===== src/hw/rtl/json_string_field_extractor_defines.svh =====
// Assertion macros for the JSON string field extractor.
// No dependencies; the top level takes this file in with an include.
`ifndef JSON_STRING_FIELD_EXTRACTOR_DEFINES_SVH
`define JSON_STRING_FIELD_EXTRACTOR_DEFINES_SVH

`ifndef SYNTHESIS
// The expression must hold at every clock edge outside reset.
`define JSFE_ASSERT_ALWAYS(lbl, clk, rst_n, expr) \
    lbl: assert property (@(posedge clk) disable iff (!rst_n) (expr)) \
        else $error("invariant violated");
// The consequent must hold in the cycle after the antecedent.
`define JSFE_ASSERT_NEXT(lbl, clk, rst_n, ante, cons) \
    lbl: assert property (@(posedge clk) disable iff (!rst_n) (ante) |=> (cons)) \
        else $error("sequence violated");
`else
`define JSFE_ASSERT_ALWAYS(lbl, clk, rst_n, expr)
`define JSFE_ASSERT_NEXT(lbl, clk, rst_n, ante, cons)
`endif

`endif


===== src/hw/rtl/jsfe_pkg.sv =====
// Shared types, constants and helper functions of the JSON string field extractor.
// No dependencies; used by jsfe_decode, jsfe_out and the top level.
package jsfe_pkg;

    localparam int unsigned KEY_MAX_BYTES = 16;
    localparam int unsigned CAPACITY_MAX  = 65536;
    localparam int unsigned MAX_RESULTS   = 4;

    localparam logic [1:0] KIND_DATA = 2'd0;
    localparam logic [1:0] KIND_OK   = 2'd1;
    localparam logic [1:0] KIND_FAIL = 2'd2;

    localparam logic [1:0] CFG_KEY_LOW  = 2'd0;
    localparam logic [1:0] CFG_KEY_HIGH = 2'd1;
    localparam logic [1:0] CFG_KEY_LEN  = 2'd2;
    localparam logic [1:0] CFG_CAPACITY = 2'd3;

    localparam logic [7:0] CH_QUOTE  = 8'h22;
    localparam logic [7:0] CH_BSLASH = 8'h5C;
    localparam logic [7:0] CH_COLON  = 8'h3A;

    typedef enum logic [2:0] {
        PH_SEARCH = 3'd0,
        PH_COLON  = 3'd1,
        PH_QUOTE  = 3'd2,
        PH_STRING = 3'd3,
        PH_ESCAPE = 3'd4,
        PH_HEX    = 3'd5,
        PH_DONE   = 3'd6
    } t_phase;

    typedef struct packed {
        t_phase      phase;
        logic [4:0]  match_count;
        logic [2:0]  hex_seen;
        logic [15:0] code_point;
        logic [16:0] bytes_written;
    } t_state;

    localparam t_state STATE_RESET = '{
        phase: PH_SEARCH, match_count: 5'd0, hex_seen: 3'd0,
        code_point: 16'd0, bytes_written: 17'd0
    };

    typedef struct packed {
        logic [1:0] kind;
        logic [7:0] data;
    } t_result;

    typedef struct packed {
        t_result [MAX_RESULTS-1:0] res;
        logic [2:0]                count;
    } t_bundle;

    function automatic logic is_ws(input logic [7:0] c);
        return (c == 8'h20) || (c == 8'h09) || (c == 8'h0A) || (c == 8'h0D);
    endfunction

    // Returns a valid flag in bit 4 and the digit value in bits 3:0.
    function automatic logic [4:0] hex_value(input logic [7:0] c);
        logic [7:0] v;
        v = 8'd0;
        if (c >= 8'h30 && c <= 8'h39) begin
            v = c - 8'h30;
            return {1'b1, v[3:0]};
        end
        if (c >= 8'h61 && c <= 8'h66) begin
            v = c - 8'h57;
            return {1'b1, v[3:0]};
        end
        if (c >= 8'h41 && c <= 8'h46) begin
            v = c - 8'h37;
            return {1'b1, v[3:0]};
        end
        return 5'd0;
    endfunction

endpackage


===== src/hw/rtl/json_string_field_extractor.sv =====
// JSON string field extractor, top level: configuration registers, input
// register, parser state and the result stage. Depends on jsfe_pkg,
// jsfe_decode, jsfe_out and json_string_field_extractor_defines.svh.
//
// Usage. Body bytes arrive on the input channel (i_valid, o_stall, i_in_byte,
// i_end_of_body); an item is taken at an edge with i_valid high and o_stall
// low. Results leave on the output channel (o_valid, i_stall, o_out_kind,
// o_out_byte, o_run_last), one result per cycle while i_stall is low, in
// order. A byte yields from zero to four results; o_run_last marks the last
// result of a byte. An accepted byte is registered, decoded once the result
// stage is free and its results registered there before the first is shown.
// Throughput is one byte per cycle while each byte yields at most one result
// and i_stall is low; a byte with more results holds the result stage until
// they have all left, and input stalls meanwhile.
// Reset (synchronous, active low) clears the parser to key search, empties
// both stages and loads the register defaults (empty key, capacity 65536).
// When the receiver stalls, the result on the ports holds; one further byte
// waits in the input register and then o_stall rises until results drain.
// Configuration writes take effect on the next edge and are meant for idle.
`include "json_string_field_extractor_defines.svh"

module json_string_field_extractor (
    input  logic        i_clk,
    input  logic        i_rst_n,
    // Configuration write port.
    input  logic        i_cfg_we,
    input  logic [1:0]  i_cfg_index,
    input  logic [63:0] i_cfg_data,
    // Input channel.
    input  logic        i_valid,
    output logic        o_stall,
    input  logic [7:0]  i_in_byte,
    input  logic        i_end_of_body,
    // Output channel.
    output logic        o_valid,
    input  logic        i_stall,
    output logic [1:0]  o_out_kind,
    output logic [7:0]  o_out_byte,
    output logic        o_run_last
);

    // Configuration registers.
    logic [63:0] r_key_low;
    logic [63:0] r_key_high;
    logic [4:0]  r_key_len;
    logic [16:0] r_capacity;

    // Effective values: the key length is clamped to the key store and a
    // capacity of zero behaves as one (nothing may be emitted).
    logic [4:0]  key_len_eff;
    logic [16:0] cap_eff;

    // Input register.
    logic        r_in_valid;
    logic [7:0]  r_in_byte;
    logic        r_in_eob;

    // Parser state, updated when the registered byte moves on.
    jsfe_pkg::t_state  r_st;
    jsfe_pkg::t_state  n_st;
    jsfe_pkg::t_bundle bundle;

    logic res_free;
    logic move;
    logic accept;

    assign key_len_eff = (r_key_len > 5'(jsfe_pkg::KEY_MAX_BYTES))
                         ? 5'(jsfe_pkg::KEY_MAX_BYTES) : r_key_len;
    assign cap_eff = (r_capacity == 17'd0) ? 17'd1
                   : (r_capacity > 17'(jsfe_pkg::CAPACITY_MAX))
                     ? 17'(jsfe_pkg::CAPACITY_MAX) : r_capacity;

    // The byte in the input register is decoded as soon as the result stage
    // can take its results; a byte with no results still advances the state.
    assign move    = r_in_valid && res_free;
    assign o_stall = r_in_valid && !res_free;
    assign accept  = i_valid && !o_stall;

    always_ff @(posedge i_clk) begin
        if (!i_rst_n) begin
            r_key_low  <= 64'd0;
            r_key_high <= 64'd0;
            r_key_len  <= 5'd0;
            r_capacity <= 17'(jsfe_pkg::CAPACITY_MAX);
        end else if (i_cfg_we) begin
            unique case (i_cfg_index)
                jsfe_pkg::CFG_KEY_LOW:  r_key_low  <= i_cfg_data;
                jsfe_pkg::CFG_KEY_HIGH: r_key_high <= i_cfg_data;
                jsfe_pkg::CFG_KEY_LEN:  r_key_len  <= i_cfg_data[4:0];
                jsfe_pkg::CFG_CAPACITY: r_capacity <= i_cfg_data[16:0];
                default:                r_key_len  <= r_key_len;
            endcase
        end
    end

    always_ff @(posedge i_clk) begin
        if (!i_rst_n) begin
            r_in_valid <= 1'b0;
        end else if (accept) begin
            r_in_valid <= 1'b1;
        end else if (move) begin
            r_in_valid <= 1'b0;
        end
    end

    always_ff @(posedge i_clk) begin
        if (accept) begin
            r_in_byte <= i_in_byte;
            r_in_eob  <= i_end_of_body;
        end
    end

    always_ff @(posedge i_clk) begin
        if (!i_rst_n) begin
            r_st <= jsfe_pkg::STATE_RESET;
        end else if (move) begin
            r_st <= n_st;
        end
    end

    jsfe_decode u_decode (
        .i_state    (r_st),
        .i_byte     (r_in_byte),
        .i_eob      (r_in_eob),
        .i_key      ({r_key_high, r_key_low}),
        .i_key_len  (key_len_eff),
        .i_capacity (cap_eff),
        .o_state    (n_st),
        .o_bundle   (bundle)
    );

    jsfe_out u_out (
        .i_clk    (i_clk),
        .i_rst_n  (i_rst_n),
        .i_load   (move && (bundle.count != 3'd0)),
        .i_bundle (bundle),
        .i_stall  (i_stall),
        .o_free   (res_free),
        .o_valid  (o_valid),
        .o_kind   (o_out_kind),
        .o_byte   (o_out_byte),
        .o_last   (o_run_last)
    );

    // At most three hex digits are ever held between escape steps.
    `JSFE_ASSERT_ALWAYS(a_hex_bound, i_clk, i_rst_n, r_st.hex_seen <= 3'd3)
    // Digit count and partial code point are clear outside a \u escape,
    // except after a verdict that broke one off part way.
    `JSFE_ASSERT_ALWAYS(a_hex_idle, i_clk, i_rst_n, (r_st.phase == jsfe_pkg::PH_HEX) || (r_st.phase == jsfe_pkg::PH_DONE) || (r_st.hex_seen == 3'd0 && r_st.code_point == 16'd0))
    // A byte blocked by a busy result stage stays in the input register.
    `JSFE_ASSERT_NEXT(a_in_hold, i_clk, i_rst_n, r_in_valid && !res_free, r_in_valid)

endmodule


===== src/hw/rtl/jsfe_decode.sv =====
// Next-state and result logic for one body byte of the field extractor.
// Depends on jsfe_pkg.
module jsfe_decode (
    input  jsfe_pkg::t_state  i_state,
    input  logic [7:0]        i_byte,
    input  logic              i_eob,
    input  logic [127:0]      i_key,
    input  logic [4:0]        i_key_len,
    input  logic [16:0]       i_capacity,
    output jsfe_pkg::t_state  o_state,
    output jsfe_pkg::t_bundle o_bundle
);

    logic [7:0]  needle;
    logic [3:0]  key_idx;
    logic [4:0]  mc_dec;
    logic [4:0]  hv;
    logic [15:0] cp;
    logic [17:0] bw_ext;
    logic [17:0] cap_ext;
    logic        room1;
    logic        room2;
    logic        room3;
    logic [7:0]  esc;
    logic        esc_ok;

    assign mc_dec  = i_state.match_count - 5'd1;
    assign key_idx = mc_dec[3:0];
    assign needle  = (i_state.match_count == 5'd0 || i_state.match_count > i_key_len)
                     ? jsfe_pkg::CH_QUOTE : i_key[key_idx*8 +: 8];
    assign hv      = jsfe_pkg::hex_value(i_byte);
    assign cp      = {i_state.code_point[11:0], hv[3:0]};
    assign bw_ext  = {1'b0, i_state.bytes_written};
    assign cap_ext = {1'b0, i_capacity};
    assign room1   = (bw_ext + 18'd1) < cap_ext;
    assign room2   = (bw_ext + 18'd2) < cap_ext;
    assign room3   = (bw_ext + 18'd3) < cap_ext;

    always_comb begin
        esc_ok = 1'b1;
        unique case (i_byte)
            8'h22:   esc = 8'h22;
            8'h5C:   esc = 8'h5C;
            8'h2F:   esc = 8'h2F;
            8'h6E:   esc = 8'h0A;
            8'h72:   esc = 8'h0D;
            8'h74:   esc = 8'h09;
            8'h62:   esc = 8'h08;
            8'h66:   esc = 8'h0C;
            default: begin
                esc    = 8'h00;
                esc_ok = 1'b0;
            end
        endcase
    end

    always_comb begin
        jsfe_pkg::t_state n_st;
        jsfe_pkg::t_bundle bnd;
        logic [1:0] verdict;
        logic       has_verdict;
        n_st        = i_state;
        bnd         = '0;
        verdict     = jsfe_pkg::KIND_FAIL;
        has_verdict = 1'b0;

        if (i_state.phase == jsfe_pkg::PH_DONE) begin
            has_verdict = 1'b0;
        end else if (i_byte == 8'h00) begin
            has_verdict = 1'b1;
        end else begin
            unique case (i_state.phase)
                jsfe_pkg::PH_SEARCH: begin
                    if (i_byte == needle) begin
                        n_st.match_count = i_state.match_count + 5'd1;
                        if ({1'b0, n_st.match_count} >= {1'b0, i_key_len} + 6'd2) begin
                            n_st.phase = jsfe_pkg::PH_COLON;
                        end
                    end else begin
                        n_st.match_count = (i_byte == jsfe_pkg::CH_QUOTE) ? 5'd1 : 5'd0;
                    end
                end
                jsfe_pkg::PH_COLON: begin
                    if (i_byte == jsfe_pkg::CH_COLON) begin
                        n_st.phase = jsfe_pkg::PH_QUOTE;
                    end else if (!jsfe_pkg::is_ws(i_byte)) begin
                        has_verdict = 1'b1;
                    end
                end
                jsfe_pkg::PH_QUOTE: begin
                    if (i_byte == jsfe_pkg::CH_QUOTE) begin
                        n_st.phase = jsfe_pkg::PH_STRING;
                    end else if (!jsfe_pkg::is_ws(i_byte)) begin
                        has_verdict = 1'b1;
                    end
                end
                jsfe_pkg::PH_STRING: begin
                    if (i_byte == jsfe_pkg::CH_QUOTE) begin
                        has_verdict = 1'b1;
                        verdict     = jsfe_pkg::KIND_OK;
                    end else if (i_byte == jsfe_pkg::CH_BSLASH) begin
                        n_st.phase = jsfe_pkg::PH_ESCAPE;
                    end else if (room1) begin
                        bnd.res[0]         = '{kind: jsfe_pkg::KIND_DATA, data: i_byte};
                        bnd.count          = 3'd1;
                        n_st.bytes_written = i_state.bytes_written + 17'd1;
                    end
                end
                jsfe_pkg::PH_ESCAPE: begin
                    if (i_byte == 8'h75) begin
                        n_st.phase      = jsfe_pkg::PH_HEX;
                        n_st.hex_seen   = 3'd0;
                        n_st.code_point = 16'd0;
                    end else if (esc_ok) begin
                        n_st.phase = jsfe_pkg::PH_STRING;
                        if (room1) begin
                            bnd.res[0]         = '{kind: jsfe_pkg::KIND_DATA, data: esc};
                            bnd.count          = 3'd1;
                            n_st.bytes_written = i_state.bytes_written + 17'd1;
                        end
                    end else begin
                        has_verdict = 1'b1;
                    end
                end
                jsfe_pkg::PH_HEX: begin
                    if (!hv[4]) begin
                        has_verdict = 1'b1;
                    end else if (i_state.hex_seen == 3'd3) begin
                        // Fourth digit: emit the whole UTF-8 group or nothing.
                        n_st.hex_seen   = 3'd0;
                        n_st.code_point = 16'd0;
                        n_st.phase      = jsfe_pkg::PH_STRING;
                        if (cp < 16'h0080) begin
                            if (room1) begin
                                bnd.res[0] = '{kind: jsfe_pkg::KIND_DATA, data: cp[7:0]};
                                bnd.count  = 3'd1;
                                n_st.bytes_written = i_state.bytes_written + 17'd1;
                            end
                        end else if (cp < 16'h0800) begin
                            if (room2) begin
                                bnd.res[0] = '{kind: jsfe_pkg::KIND_DATA,
                                               data: {3'b110, cp[10:6]}};
                                bnd.res[1] = '{kind: jsfe_pkg::KIND_DATA,
                                               data: {2'b10, cp[5:0]}};
                                bnd.count  = 3'd2;
                                n_st.bytes_written = i_state.bytes_written + 17'd2;
                            end
                        end else if (room3) begin
                            bnd.res[0] = '{kind: jsfe_pkg::KIND_DATA,
                                           data: {4'b1110, cp[15:12]}};
                            bnd.res[1] = '{kind: jsfe_pkg::KIND_DATA,
                                           data: {2'b10, cp[11:6]}};
                            bnd.res[2] = '{kind: jsfe_pkg::KIND_DATA,
                                           data: {2'b10, cp[5:0]}};
                            bnd.count  = 3'd3;
                            n_st.bytes_written = i_state.bytes_written + 17'd3;
                        end
                    end else begin
                        n_st.code_point = cp;
                        n_st.hex_seen   = i_state.hex_seen + 3'd1;
                    end
                end
                default: begin
                    has_verdict = 1'b1;
                end
            endcase
        end

        if (has_verdict) begin
            bnd.res[bnd.count[1:0]] = '{kind: verdict, data: 8'h00};
            bnd.count               = bnd.count + 3'd1;
            n_st.phase              = jsfe_pkg::PH_DONE;
        end
        if (i_eob) begin
            if (n_st.phase != jsfe_pkg::PH_DONE) begin
                bnd.res[bnd.count[1:0]] = '{kind: jsfe_pkg::KIND_FAIL, data: 8'h00};
                bnd.count               = bnd.count + 3'd1;
            end
            n_st = jsfe_pkg::STATE_RESET;
        end

        o_state  = n_st;
        o_bundle = bnd;
    end

endmodule


===== src/hw/rtl/jsfe_out.sv =====
// Result register of the field extractor: holds the results of one byte and
// hands them out one per cycle while i_stall is low. Depends on jsfe_pkg.
module jsfe_out (
    input  logic              i_clk,
    input  logic              i_rst_n,
    input  logic              i_load,
    input  jsfe_pkg::t_bundle i_bundle,
    input  logic              i_stall,
    output logic              o_free,
    output logic              o_valid,
    output logic [1:0]        o_kind,
    output logic [7:0]        o_byte,
    output logic              o_last
);

    logic              r_valid;
    logic [1:0]        r_idx;
    jsfe_pkg::t_bundle r_bundle;
    logic              pop;
    logic              done;

    assign o_valid = r_valid;
    assign o_last  = ({1'b0, r_idx} + 3'd1) == r_bundle.count;
    assign o_kind  = r_bundle.res[r_idx].kind;
    assign o_byte  = r_bundle.res[r_idx].data;
    assign pop     = r_valid && !i_stall;
    assign done    = pop && o_last;
    assign o_free  = !r_valid || done;

    always_ff @(posedge i_clk) begin
        if (!i_rst_n) begin
            r_valid <= 1'b0;
            r_idx   <= 2'd0;
        end else if (i_load) begin
            r_valid <= 1'b1;
            r_idx   <= 2'd0;
        end else if (done) begin
            r_valid <= 1'b0;
        end else if (pop) begin
            r_idx <= r_idx + 2'd1;
        end
    end

    always_ff @(posedge i_clk) begin
        if (i_load) begin
            r_bundle <= i_bundle;
        end
    end

endmodule

===== config.mk =====
export PLATFORM = sky130hd
export DESIGN_NAME = json_string_field_extractor
export DESIGN_NICKNAME = d
export VERILOG_FILES = /design/src/hw/rtl/jsfe_pkg.sv /design/src/hw/rtl/json_string_field_extractor.sv /design/src/hw/rtl/jsfe_decode.sv /design/src/hw/rtl/jsfe_out.sv
export VERILOG_INCLUDE_DIRS = /design/src /design/src/hw/rtl
export SDC_FILE = /design/constraint.sdc
export NUM_CORES = 1
export LEC_CHECK = 0
export BUFFER_PORTS_ARGS = -buffer_cell sky130_fd_sc_hd__buf_4
export CAP_MARGIN = 15
export CORE_MARGIN = 2
export CORE_UTILIZATION = 45
export CTS_CLUSTER_SIZE = 30
export DETAILED_ROUTE_END_ITERATION = 6
export GPL_ROUTABILITY_DRIVEN = 0
export HOLD_SLACK_MARGIN = 0.1
export SLEW_MARGIN = 10
export SYNTH_ARGS = -nofsm -noshare
export SYNTH_HDL_FRONTEND = slang
export SYNTH_SLANG_ARGS = --single-unit

===== constraint.sdc =====
create_clock -name i_clk -period 6.76 [get_ports i_clk]
set_input_delay 0.338 -clock i_clk [delete_from_list [all_inputs] [get_ports i_clk]]
set_output_delay 0.338 -clock i_clk [all_outputs]
set_load 0.05 [all_outputs]

==> results of run 1 <==
power by group:
group	switching, µW	internal, µW
Sequential	51.1	1470
Combinational	257	197
Clock	606	959
metrics by stage:
stage,total power (µW),utilization,std cells,hold WS (ns)
after global placement,1960,0.486,2073,0.437
final,3540,0.541,2198,0.145
after global routing,3680,0.541,2198,0.138
after CTS,3570,0.541,2197,0.120
after floorplan,1820,-,1689,0.432
after detailed placement,1970,0.486,2073,0.443
routing by layer:
layer  up-vias  track usage  part of all wire
met4         0       0.0868             0.037
met1      6055        0.329              0.45
met5         -            0                 0
met3        86       0.0315             0.048
li1       6198            -                 -
met2       347        0.398              0.47
critical path, cell delays in order (launching register included):
cell       delay [ns]
dfxtp_1          0.63
nand4_1          0.22
nor2_1           0.24
nand4_1          0.15
nor2_1           0.28
nand3_1          0.15
xnor2_1          0.18
ha_1             0.31
nand3_1          0.14
nor2_1           0.07
a2111oi_0        0.44
o21ai_1          0.16
nor3_1           0.50
o21ai_1          0.11
a21boi_1         0.43
inv_1            0.14
ha_1             0.34
nor2_1           0.11
nor2_1           0.09
ha_1             0.30
nor3_1           0.06
mux2_2           0.29
nor2_2           0.08
buf_4            0.38
flip-flops by register name (all words and copies together), names as in the netlist:
signal,count
r_in_byte,8
u_out.o_valid,1
r_key_high,64
r_key_low,64
r_in_valid,1
r_st,40
u_out.r_bundle,33
u_out.r_idx,2
r_in_eob,1
r_key_len,5
r_capacity,17
timing repair:
action | CTS | global route
hold buffers | 74 | 0
setup endpoints to repair | 0 | 0
gates resized for setup | 0 | 0
endpoints found under the hold margin | 157 | 0
logic make-up after synthesis:
kind of cell / Yosys count
and+or+nand+nor: 685
DFF: 236
xor gates and xnor gates: 66
AOI/OAI and AO/OA: 398
buffers and inverters: 154
muxes: 74
adders and majority gates: 76
worst paths after layout:
kind                          startpoint                      endpoint  slack [ns]  cells past startpoint
max                 r_st[4]$_SDFFE_PN0P_  u_out.r_bundle[13]$_DFFE_PP_        0.61                     23
min reg2reg  r_key_high[42]$_SDFFE_PN0P_   r_key_high[42]$_SDFFE_PN0P_        0.45                      2
max reg2reg         r_st[4]$_SDFFE_PN0P_  u_out.r_bundle[13]$_DFFE_PP_        0.61                     23
min                              i_rst_n   r_capacity[16]$_SDFFE_PN1P_        0.15                      2
final cells by class:
| cell class | instances | area [µm²] | share of cell area |
|---|---|---|---|
| Sequential cell | 236 | 5150 | 0.309 |
| Tap cell | 396 | 495 | 0.0297 |
| Inverter | 34 | 130 | 0.00780 |
| Clock buffer | 41 | 788 | 0.0473 |
| Timing Repair Buffer | 183 | 1560 | 0.0937 |
| Clock inverter | 9 | 166 | 0.00998 |
| Multi-Input combinational cell | 1299 | 8390 | 0.503 |
placed cells by master, fill, tap and decap left out, types with 40 or more instances in the layout:
| master | synthesis | routed |
|---|---|---|
| nand2_1 | 402 | 402 |
| a21oi_1 | 211 | 211 |
| dfxtp_1 | 194 | 193 |
| buf_4 | 1 | 108 |
| nor2_1 | 96 | 95 |
| ha_1 | 75 | 75 |
| dlygate4sd3_1 | 0 | 74 |
| edfxtp_1 | 42 | 42 |
| o21ai_0 | 40 | 40 |
==> flow_metrics.tcl, run 1 <==
set metrics [dict create \
    outcome "finished clean" \
    die_area_um2 32900 \
    root_buffer "clkbuf_16" \
    pin_count 93 \
    netlist_area_um2 14200 \
    grt_max_degree 93 \
    muxShareOfSynthArea 0.0863 \
    gr-total-overflow 0 \
    cts_buffer_depth 3 \
    grt_pass1_vias 12100 \
    diodes 0 \
    cts_made_buffers 27 \
    p_leak_uw 0.00644 \
    drtIter0Drc 969 \
    grt.total_usage 0.243 \
    vias 12700 \
    cp_max_fo 33 \
    cap_violations 0 \
    antenna_found_initial 0 \
    wire_per_inst_um 18.5 \
    place_hpwl_um 28300 \
    start_kind "flop" \
    port_buffers 92 \
    cp_data_arrival_time_ns 6.36 \
    rsz0062_at_grt "false" \
    syn_area_per_cell_um2 8.39 \
    initial_core_util 0.459 \
    clock_latency_ns 0.56 \
    drt-pass1-iter-count 5 \
    yosysTopAreaCell "dfxtp_1" \
    grt_pass1_wl_um 65100 \
    hold_violations 0 \
    synth_edf_count 42 \
    clk_pin_slew_ns 0.06 \
    core-area_um2 30800 \
    worst_pin_slew_ns 1.20 \
    postCtsSetupRepairBufs 0 \
    synth-adder-area-share 0.0669 \
    wl_um 40600 \
    drive_gt1_frac 0.112 \
    n_fill_cell 2851 \
    synthFlopType "dfxtp_1" \
    fp-row-count 64 \
    slew_violations 0 \
    ir_worst_vdd_v 0.000192 \
    ys_ff_latch 236 \
    netlist_instances 1689 \
    yosysWarnings 0 \
    cts_tree "built" \
    synthXorXnorAreaFrac 0.0455 \
    synthSimpleGateAreaFrac 0.216 \
    pre_cts_ws_ns 0.711 \
    min_period_over_period 0.910 \
    finalNetCount 1936 \
    seq_area_frac_synth 0.363 \
    period_minus_slack_ns 6.15 \
    synthTopCellsByArea "dfxtp_1 27%, nand2_1 11%, edfxtp_1 8.9%, a21oi_1 7.5%, ha_1 6.6%" \
    synthMostInstantiatedCell "nand2_1" \
    final_cell_area_um2 16700 \
    place_area_um2 15000 \
    crit_path_end_kind "flop" \
    worst-setup-path-type "flop to flop" \
    syn_nets 1844 \
    fin_skew_ns 0.0111 \
    synth_top_area_share 0.274 \
    fp.dieH_um 181 \
    finalSetupTns_ns 0 \
    p_per_area_nw_per_um2 213 \
    final_antenna_net_count 0 \
    finalWorstSetupSlack_ns 0.609 \
    synth_compound_area_frac 0.176 \
    synthTopCellsByCount "402 x nand2_1, 211 x a21oi_1, 194 x dfxtp_1" \
    hp-class "input port to flop" \
    slew_headroom 0.192 \
    cts.sink_count 236 \
    via_per_inst 5.77 \
    ys_async_sr_fraction 0 \
    synth_top_family_by_area "simple AND/OR/NAND/NOR gates" \
    die_width_um 181 \
    drc 0 \
    cts_htree_levels 1 \
    area_delta_synth_final_pct 17.7 \
    clock.fmax_mhz 163 \
    finalSetupViolCount 0 \
    yosysUniqueCellTypes 91 \
    crit_required_ns 6.97 \
]
No activity file was read; power rests on OpenSTA's default activity.
==> run 2: changes to the inputs <==
- clock period: 6.76 -> 7.2 ns (I/O delays scaled with it)
==> run 2 against run 1 <==
Against the previous run: flip-flop and latch count stayed put; die area stayed put; wire length hardly changed; highest routed layer unchanged; sequential power is 6% lower; critical path depth stayed put; sequential share of layout area is 0.067 points higher; clock skew is 0.0037 ns higher; cell area is 0.22% lower; worst hold slack better by 0.022 ns; global-route usage hardly changed; critical path type unchanged; final cell count hardly changed.
==> flow_metrics.tcl, run 2 (synthesis results as in run 1) <==
set metrics [dict create \
    core-area_um2 30800 \
    initial_core_util 0.459 \
    fp.dieH_um 181 \
    drc 0 \
    gr-total-overflow 0 \
    p_leak_uw 0.00643 \
    cts_buffer_depth 3 \
    vias 12700 \
    start_kind "flop" \
    antenna_found_initial 0 \
    clock_latency_ns 0.56 \
    hold_violations 0 \
    period_minus_slack_ns 6.01 \
    root_buffer "clkbuf_16" \
    wire_per_inst_um 18.5 \
    top_layer "met4" \
    finalSetupTns_ns 0 \
    port_buffers 92 \
    grt.total_usage 0.243 \
    drtIter0Drc 954 \
    drive_gt1_frac 0.111 \
    cp_data_arrival_time_ns 6.21 \
    diodes 0 \
    crit_path_end_kind "flop" \
    largest_registers "r_key_high x64, r_key_low x64, r_st x40" \
    worst_pin_slew_ns 1.04 \
    ir_worst_vdd_v 0.000193 \
    die_width_um 181 \
    layout_commonest_cell "nand2_1" \
    crit_required_ns 7.40 \
    drt-pass1-iter-count 5 \
    cts_htree_levels 1 \
    wl_met1_um 18200 \
    grt_max_degree 94 \
    slew_headroom 0.301 \
    cts.sink_count 236 \
    cts_tree "built" \
    cts_resized 0 \
    grt_pass1_vias 12100 \
    finalPower_uw 3290 \
    finalNetCount 1936 \
    cts_made_buffers 27 \
    worst-setup-path-type "flop to flop" \
    min_period_over_period 0.835 \
    fp-row-count 64 \
    outcome "finished clean" \
    clk_pin_slew_ns 0.06 \
    clock.fmax_mhz 166 \
    slew_violations 0 \
    postCtsSetupRepairBufs 0 \
    finalSetupViolCount 0 \
    dr_wl_met2_um 19200 \
    cap_violations 0 \
    rsz0062_at_grt "false" \
    pin_count 93 \
    met3_length_um 1990 \
    wl_um 40500 \
    cts_hold_buf 74 \
    via_per_inst 5.79 \
    p_per_area_nw_per_um2 198 \
    fin_skew_ns 0.0149 \
    utilization 0.540 \
    grt_pass1_wl_um 65400 \
    place_hpwl_um 28200 \
    die_area_um2 32900 \
    layout_common_cells "402 x nand2_1, 211 x a21oi_1, 193 x dfxtp_1" \
    hp-class "input port to flop" \
    final_antenna_net_count 0 \
    cp_max_fo 33 \
    area_delta_synth_final_pct 17.5 \
]
[run 2: report_power, final]
group | internal, µW | switching [µW]
Clock | 870 | 559
Combinational | 185 | 244
Sequential | 1380 | 47.9
Total | 2440 | 851
[run 2: path summary, 6_finish.rpt]
check	startpoint	endpoint	slack (ns)	cells past startpoint
worst max-delay path	r_st[2]$_SDFFE_PN0P_	u_out.r_bundle[14]$_DFFE_PP_	1.19	23
worst min-delay path	i_rst_n	r_capacity[16]$_SDFFE_PN1P_	0.17	2
worst max register to register	r_st[2]$_SDFFE_PN0P_	u_out.r_bundle[14]$_DFFE_PP_	1.19	23
worst min register to register	r_key_high[25]$_SDFFE_PN0P_	r_key_high[25]$_SDFFE_PN0P_	0.45	2
[run 2: worst max-delay path, cell delays in order, from the launching register on]
cell and delay [ns]:
dfxtp_1 0.53, ha_1 0.35, nand3_1 0.23, or2_2 0.40, nor2_1 0.17, nand2_1 0.11
xnor2_1 0.24, ha_1 0.29, a21o_1 0.16, a21oi_1 0.15, o21a_1 0.13, o21ai_0 0.13
a21oi_1 0.35, o211ai_1 0.15, a21boi_1 0.47, inv_1 0.14, ha_1 0.34, nor2_1 0.11
nor2_1 0.09, ha_1 0.30, nor3_1 0.06, mux2_2 0.29, nor2_2 0.08, buf_4 0.37
[run 2: final cells by class]
class / count / area [µm²]
clock inverter: 8 / 129
timing repair buffer: 183 / 1560
fill: 2866 / 14200
tap: 396 / 495
multi-input combinational: 1299 / 8390
inverter: 34 / 130
sequential: 236 / 5150
clock buffer: 40 / 796
[run 2: through the flow]
step / cell area, µm² / hold slack (ns) / cells / setup slack [ns]
3_3_place_gp: 15000 / 0.437 / 2072 / 1.41
2_1_floorplan: 14200 / 0.432 / 1689 / 0.837
5_1_grt: 16600 / 0.160 / 2196 / 0.658
4_1_cts: 16600 / 0.148 / 2194 / 1.25
3_5_place_dp: 15000 / 0.444 / 2072 / 1.29
6_report: 16600 / 0.167 / 2196 / 1.19
[run 2: layer usage]
metal,track usage,up-vias
met5,0,-
met4,0.0676,0
met3,0.0253,67
met2,0.411,362
met1,0.330,6094
li1,-,6186
==> run 3: changes to the inputs <==
- ABC_AREA: default -> 1
- clock period: 7.2 -> 5.7 ns (I/O delays scaled with it)
==> run 3 against run 2 <==
Against the previous run: clock power increased by 33%; fmax grew 19%; sequential power up 28%; register-to-register slack got worse by 0.54 ns; critical endpoint is now u_out.r_bundle[23]$_DFFE_PP_; die area hardly changed; via count up 8.6%; clock skew rose by 0.038 ns; largest power group is now the clock network; clock-buffer cell count decreased by 2.
==> flow_metrics.tcl, run 3 <==
set metrics [dict create \
    grt_max_degree 101 \
    ys_ff_latch 236 \
    wire_per_inst_um 16.9 \
    cp_max_fo 33 \
    grt.total_usage 0.258 \
    grt_pass1_wl_um 68600 \
    synthXorXnorAreaFrac 0.0376 \
    finalNetCount 2290 \
    drc 0 \
    synth_top_family_by_area "simple AND/OR/NAND/NOR gates" \
    vias 13800 \
    fin_hold_ws_ns 0.126 \
    clock.fmax_mhz 198 \
    syn_nets 2184 \
    cts_buffer_depth 3 \
    min_period_over_period 0.886 \
    p_leak_uw 0.00727 \
    yosysUniqueCellTypes 60 \
    crit_path_end_kind "flop" \
    diodes 0 \
    utilization 0.545 \
    fp-row-count 64 \
    slowest_stage "nor2_2" \
    worstSetupEndpoint "u_out.r_bundle[23]$_DFFE_PP_" \
    netlist_instances 2029 \
    worst-setup-path-type "flop to flop" \
    p_clk_frac 0.437 \
    start_kind "flop" \
    critical_path_depth 24 \
    crit_path_start "r_st[25]$_SDFFE_PN0P_" \
    cts.sink_count 236 \
    port_buffers 92 \
    worstReg2RegStart "r_st[25]$_SDFFE_PN0P_" \
    grt_pass1_vias 12800 \
    cts_made_buffers 28 \
    synthFlopType "dfxtp_1" \
    ir_worst_vdd_v 0.000242 \
    die_area_um2 32900 \
    muxShareOfSynthArea 0 \
    layout_common_cells "393 x nor2_1, 263 x o21ai_0, 249 x nand2_1" \
    cap_violations 0 \
    gr-total-overflow 0 \
    antenna_found_initial 0 \
    p_per_area_nw_per_um2 258 \
    rsz0062_at_grt "false" \
    outcome "finished clean" \
    crit_required_ns 5.97 \
    cts_tree "built" \
    hp-class "input port to flop" \
    seq_power_share 0.420 \
    yosysWarnings 0 \
    synthTopCellsByArea "dfxtp_1 27%, nor2_1 10%, o21ai_0 9.3%, edfxtp_1 8.9%, ha_1 6.6%" \
    synth_edf_count 42 \
    wl_um 43300 \
    r2r_end "u_out.r_bundle[23]$_DFFE_PP_" \
    drt-pass1-iter-count 5 \
    layout_commonest_cell "nor2_1" \
    synthTopCellsByCount "396 x nor2_1, 263 x o21ai_0, 249 x nand2_1" \
    syn_area_per_cell_um2 6.99 \
    slowest_delay_ns 0.85 \
    worst_pin_slew_ns 1.12 \
    synth_top_area_share 0.274 \
    seq_area_frac_synth 0.363 \
    p_sw_frac 0.271 \
    area_delta_synth_final_pct 18.5 \
    n_fill_cell 2932 \
    clock_latency_ns 0.58 \
    ys_async_sr_fraction 0 \
    root_buffer "clkbuf_16" \
    slew_violations 0 \
    finalSetupViolCount 0 \
    period_minus_slack_ns 5.05 \
    place_hpwl_um 30000 \
    initial_core_util 0.460 \
    clk_pin_slew_ns 0.06 \
    path_buf_inv 8 \
    hold_violations 0 \
    critPathTopFamily "simple AND/OR/NAND/NOR gates" \
    cp_data_arrival_time_ns 5.32 \
    drtIter0Drc 1120 \
    fin_skew_ns 0.0526 \
    netlist_area_um2 14200 \
    seqCellArea_um2 5150 \
    fp.dieH_um 182 \
    crit_path_cell_trace "nor4_1 > inv_1 > nor2_2 > buf_4 > nand2_1 > inv_1 > nor2_2 > inv_2 > nor2_1 > inv_2 > nand2_2 > nand2_1 > nand2_2 > nand2_4 > ha_1 > inv_1 > a21oi_2 > ha_1 > or2_1 > nand2_1 > nand4_1 > nand2_1 > inv_1 > buf_6" \
    finalSetupTns_ns 0 \
    synthSimpleGateAreaFrac 0.248 \
    multi_input_area_um2 7850 \
    synthMostInstantiatedCell "nor2_1" \
    synth_compound_area_frac 0.200 \
    yosysTopAreaCell "dfxtp_1" \
    via_per_inst 5.41 \
    slew_headroom 0.253 \
    core-area_um2 30800 \
    worst-r2r-cell-count 24 \
    final_antenna_net_count 0 \
    p_int_uw 3160 \
    largest_registers "r_key_high x64, r_key_low x64, r_st x40" \
    synth-adder-area-share 0.0662 \
    die_width_um 182 \
    p_sw_uw 1180 \
    combinationalPowerShare 0.143 \
    drive_gt1_frac 0.104 \
    r2r_slack_ns 0.65 \
    cts_htree_levels 1 \
    postCtsSetupRepairBufs 0 \
    pin_count 93 \
]
[run 3: changes by cell type after synthesis, sizes merged, moves of 27 or more]
cell and delta:
nand3 +84, nor2 +308, inv +163, xnor2 -27, mux2i -37, o21ai +220, nand2 -145, a21oi -57
mux4 -34
[run 3: worst register-to-register path: cells and delay by family, from the launching register on]
family	cells	cell delay (ns)
AOI/OAI and AO/OA	1	0.16
adders and majority gates	2	0.52
buffers and inverters	8	1.22
DFF	1	0.37
and+or+nand+nor	13	2.49
[run 3: layer usage]
metal	wire, µm	part of all wire	global-route usage	vias to the layer above
met5	0	0	0	-
met4	1600	0.037	0.0924	0
met3	2180	0.050	0.0311	83
met2	20300	0.47	0.435	381
met1	19200	0.44	0.341	6387
li1	-	-	-	6955
[run 3: worst min path at each step]
| stage | startpoint | end | slack (ns) | cells past startpoint |
|---|---|---|---|---|
| CTS | i_stall | u_out.o_valid$_SDFFE_PN0P_ | 0.11 | 3 |
| global placement | r_key_low[17]$_SDFFE_PN0P_ | r_key_low[17]$_SDFFE_PN0P_ | 0.43 | 2 |
| detailed placement | r_key_low[32]$_SDFFE_PN0P_ | r_key_low[32]$_SDFFE_PN0P_ | 0.44 | 2 |
| finish | i_stall | u_out.o_valid$_SDFFE_PN0P_ | 0.13 | 3 |
| global route | i_stall | u_out.o_valid$_SDFFE_PN0P_ | 0.14 | 3 |
| floorplan | i_in_byte[0] | r_in_byte[0]$_DFFE_PP_ | 0.38 | 0 |
[run 3: layout make-up]
| class | count | share of cell area |
|---|---|---|
| Timing Repair Buffer | 184 | 0.0935 |
| Sequential cell | 236 | 0.307 |
| Clock buffer | 38 | 0.0469 |
| Inverter | 199 | 0.0445 |
| Multi-Input combinational cell | 1486 | 0.467 |
| Tap cell | 396 | 0.0295 |
| Clock inverter | 14 | 0.0121 |
[run 3: timing repair]
| item | in CTS | in global routing |
|---|---|---|
| hold buffers | 74 | 0 |
| hold endpoints to repair | 160 | 0 |
| setup endpoints to repair | 0 | 33 |
| gates resized for setup | 0 | 6 |
[run 3: power by group through the flow]
stage	Combinational, µW	Sequential [µW]	Clock, µW
after detailed placement	570	1860	0
after floorplan	394	1840	0
after global placement	564	1860	0
after CTS	613	1820	1920
after global routing	688	1830	1990
final	619	1830	1900
[run 3: logic make-up after synthesis]
| kind of cell | count (synthesis) |
|---|---|
| and+or+nand+nor | 841 |
| AOI/OAI and AO/OA | 510 |
| buffers and inverters | 307 |
| DFF | 236 |
| adders and majority gates | 75 |
| xor gates and xnor gates | 60 |
[run 3: through the flow]
stage	cell area [µm²]	instances	power (µW)	setup WS [ns]
2_1_floorplan	14200	2029	2230	0.711
3_3_place_gp	15100	2427	2420	0.618
5_1_grt	16800	2553	4520	0.0485
3_5_place_dp	15100	2427	2430	0.505
4_1_cts	16800	2553	4360	0.479
6_report	16800	2553	4340	0.650
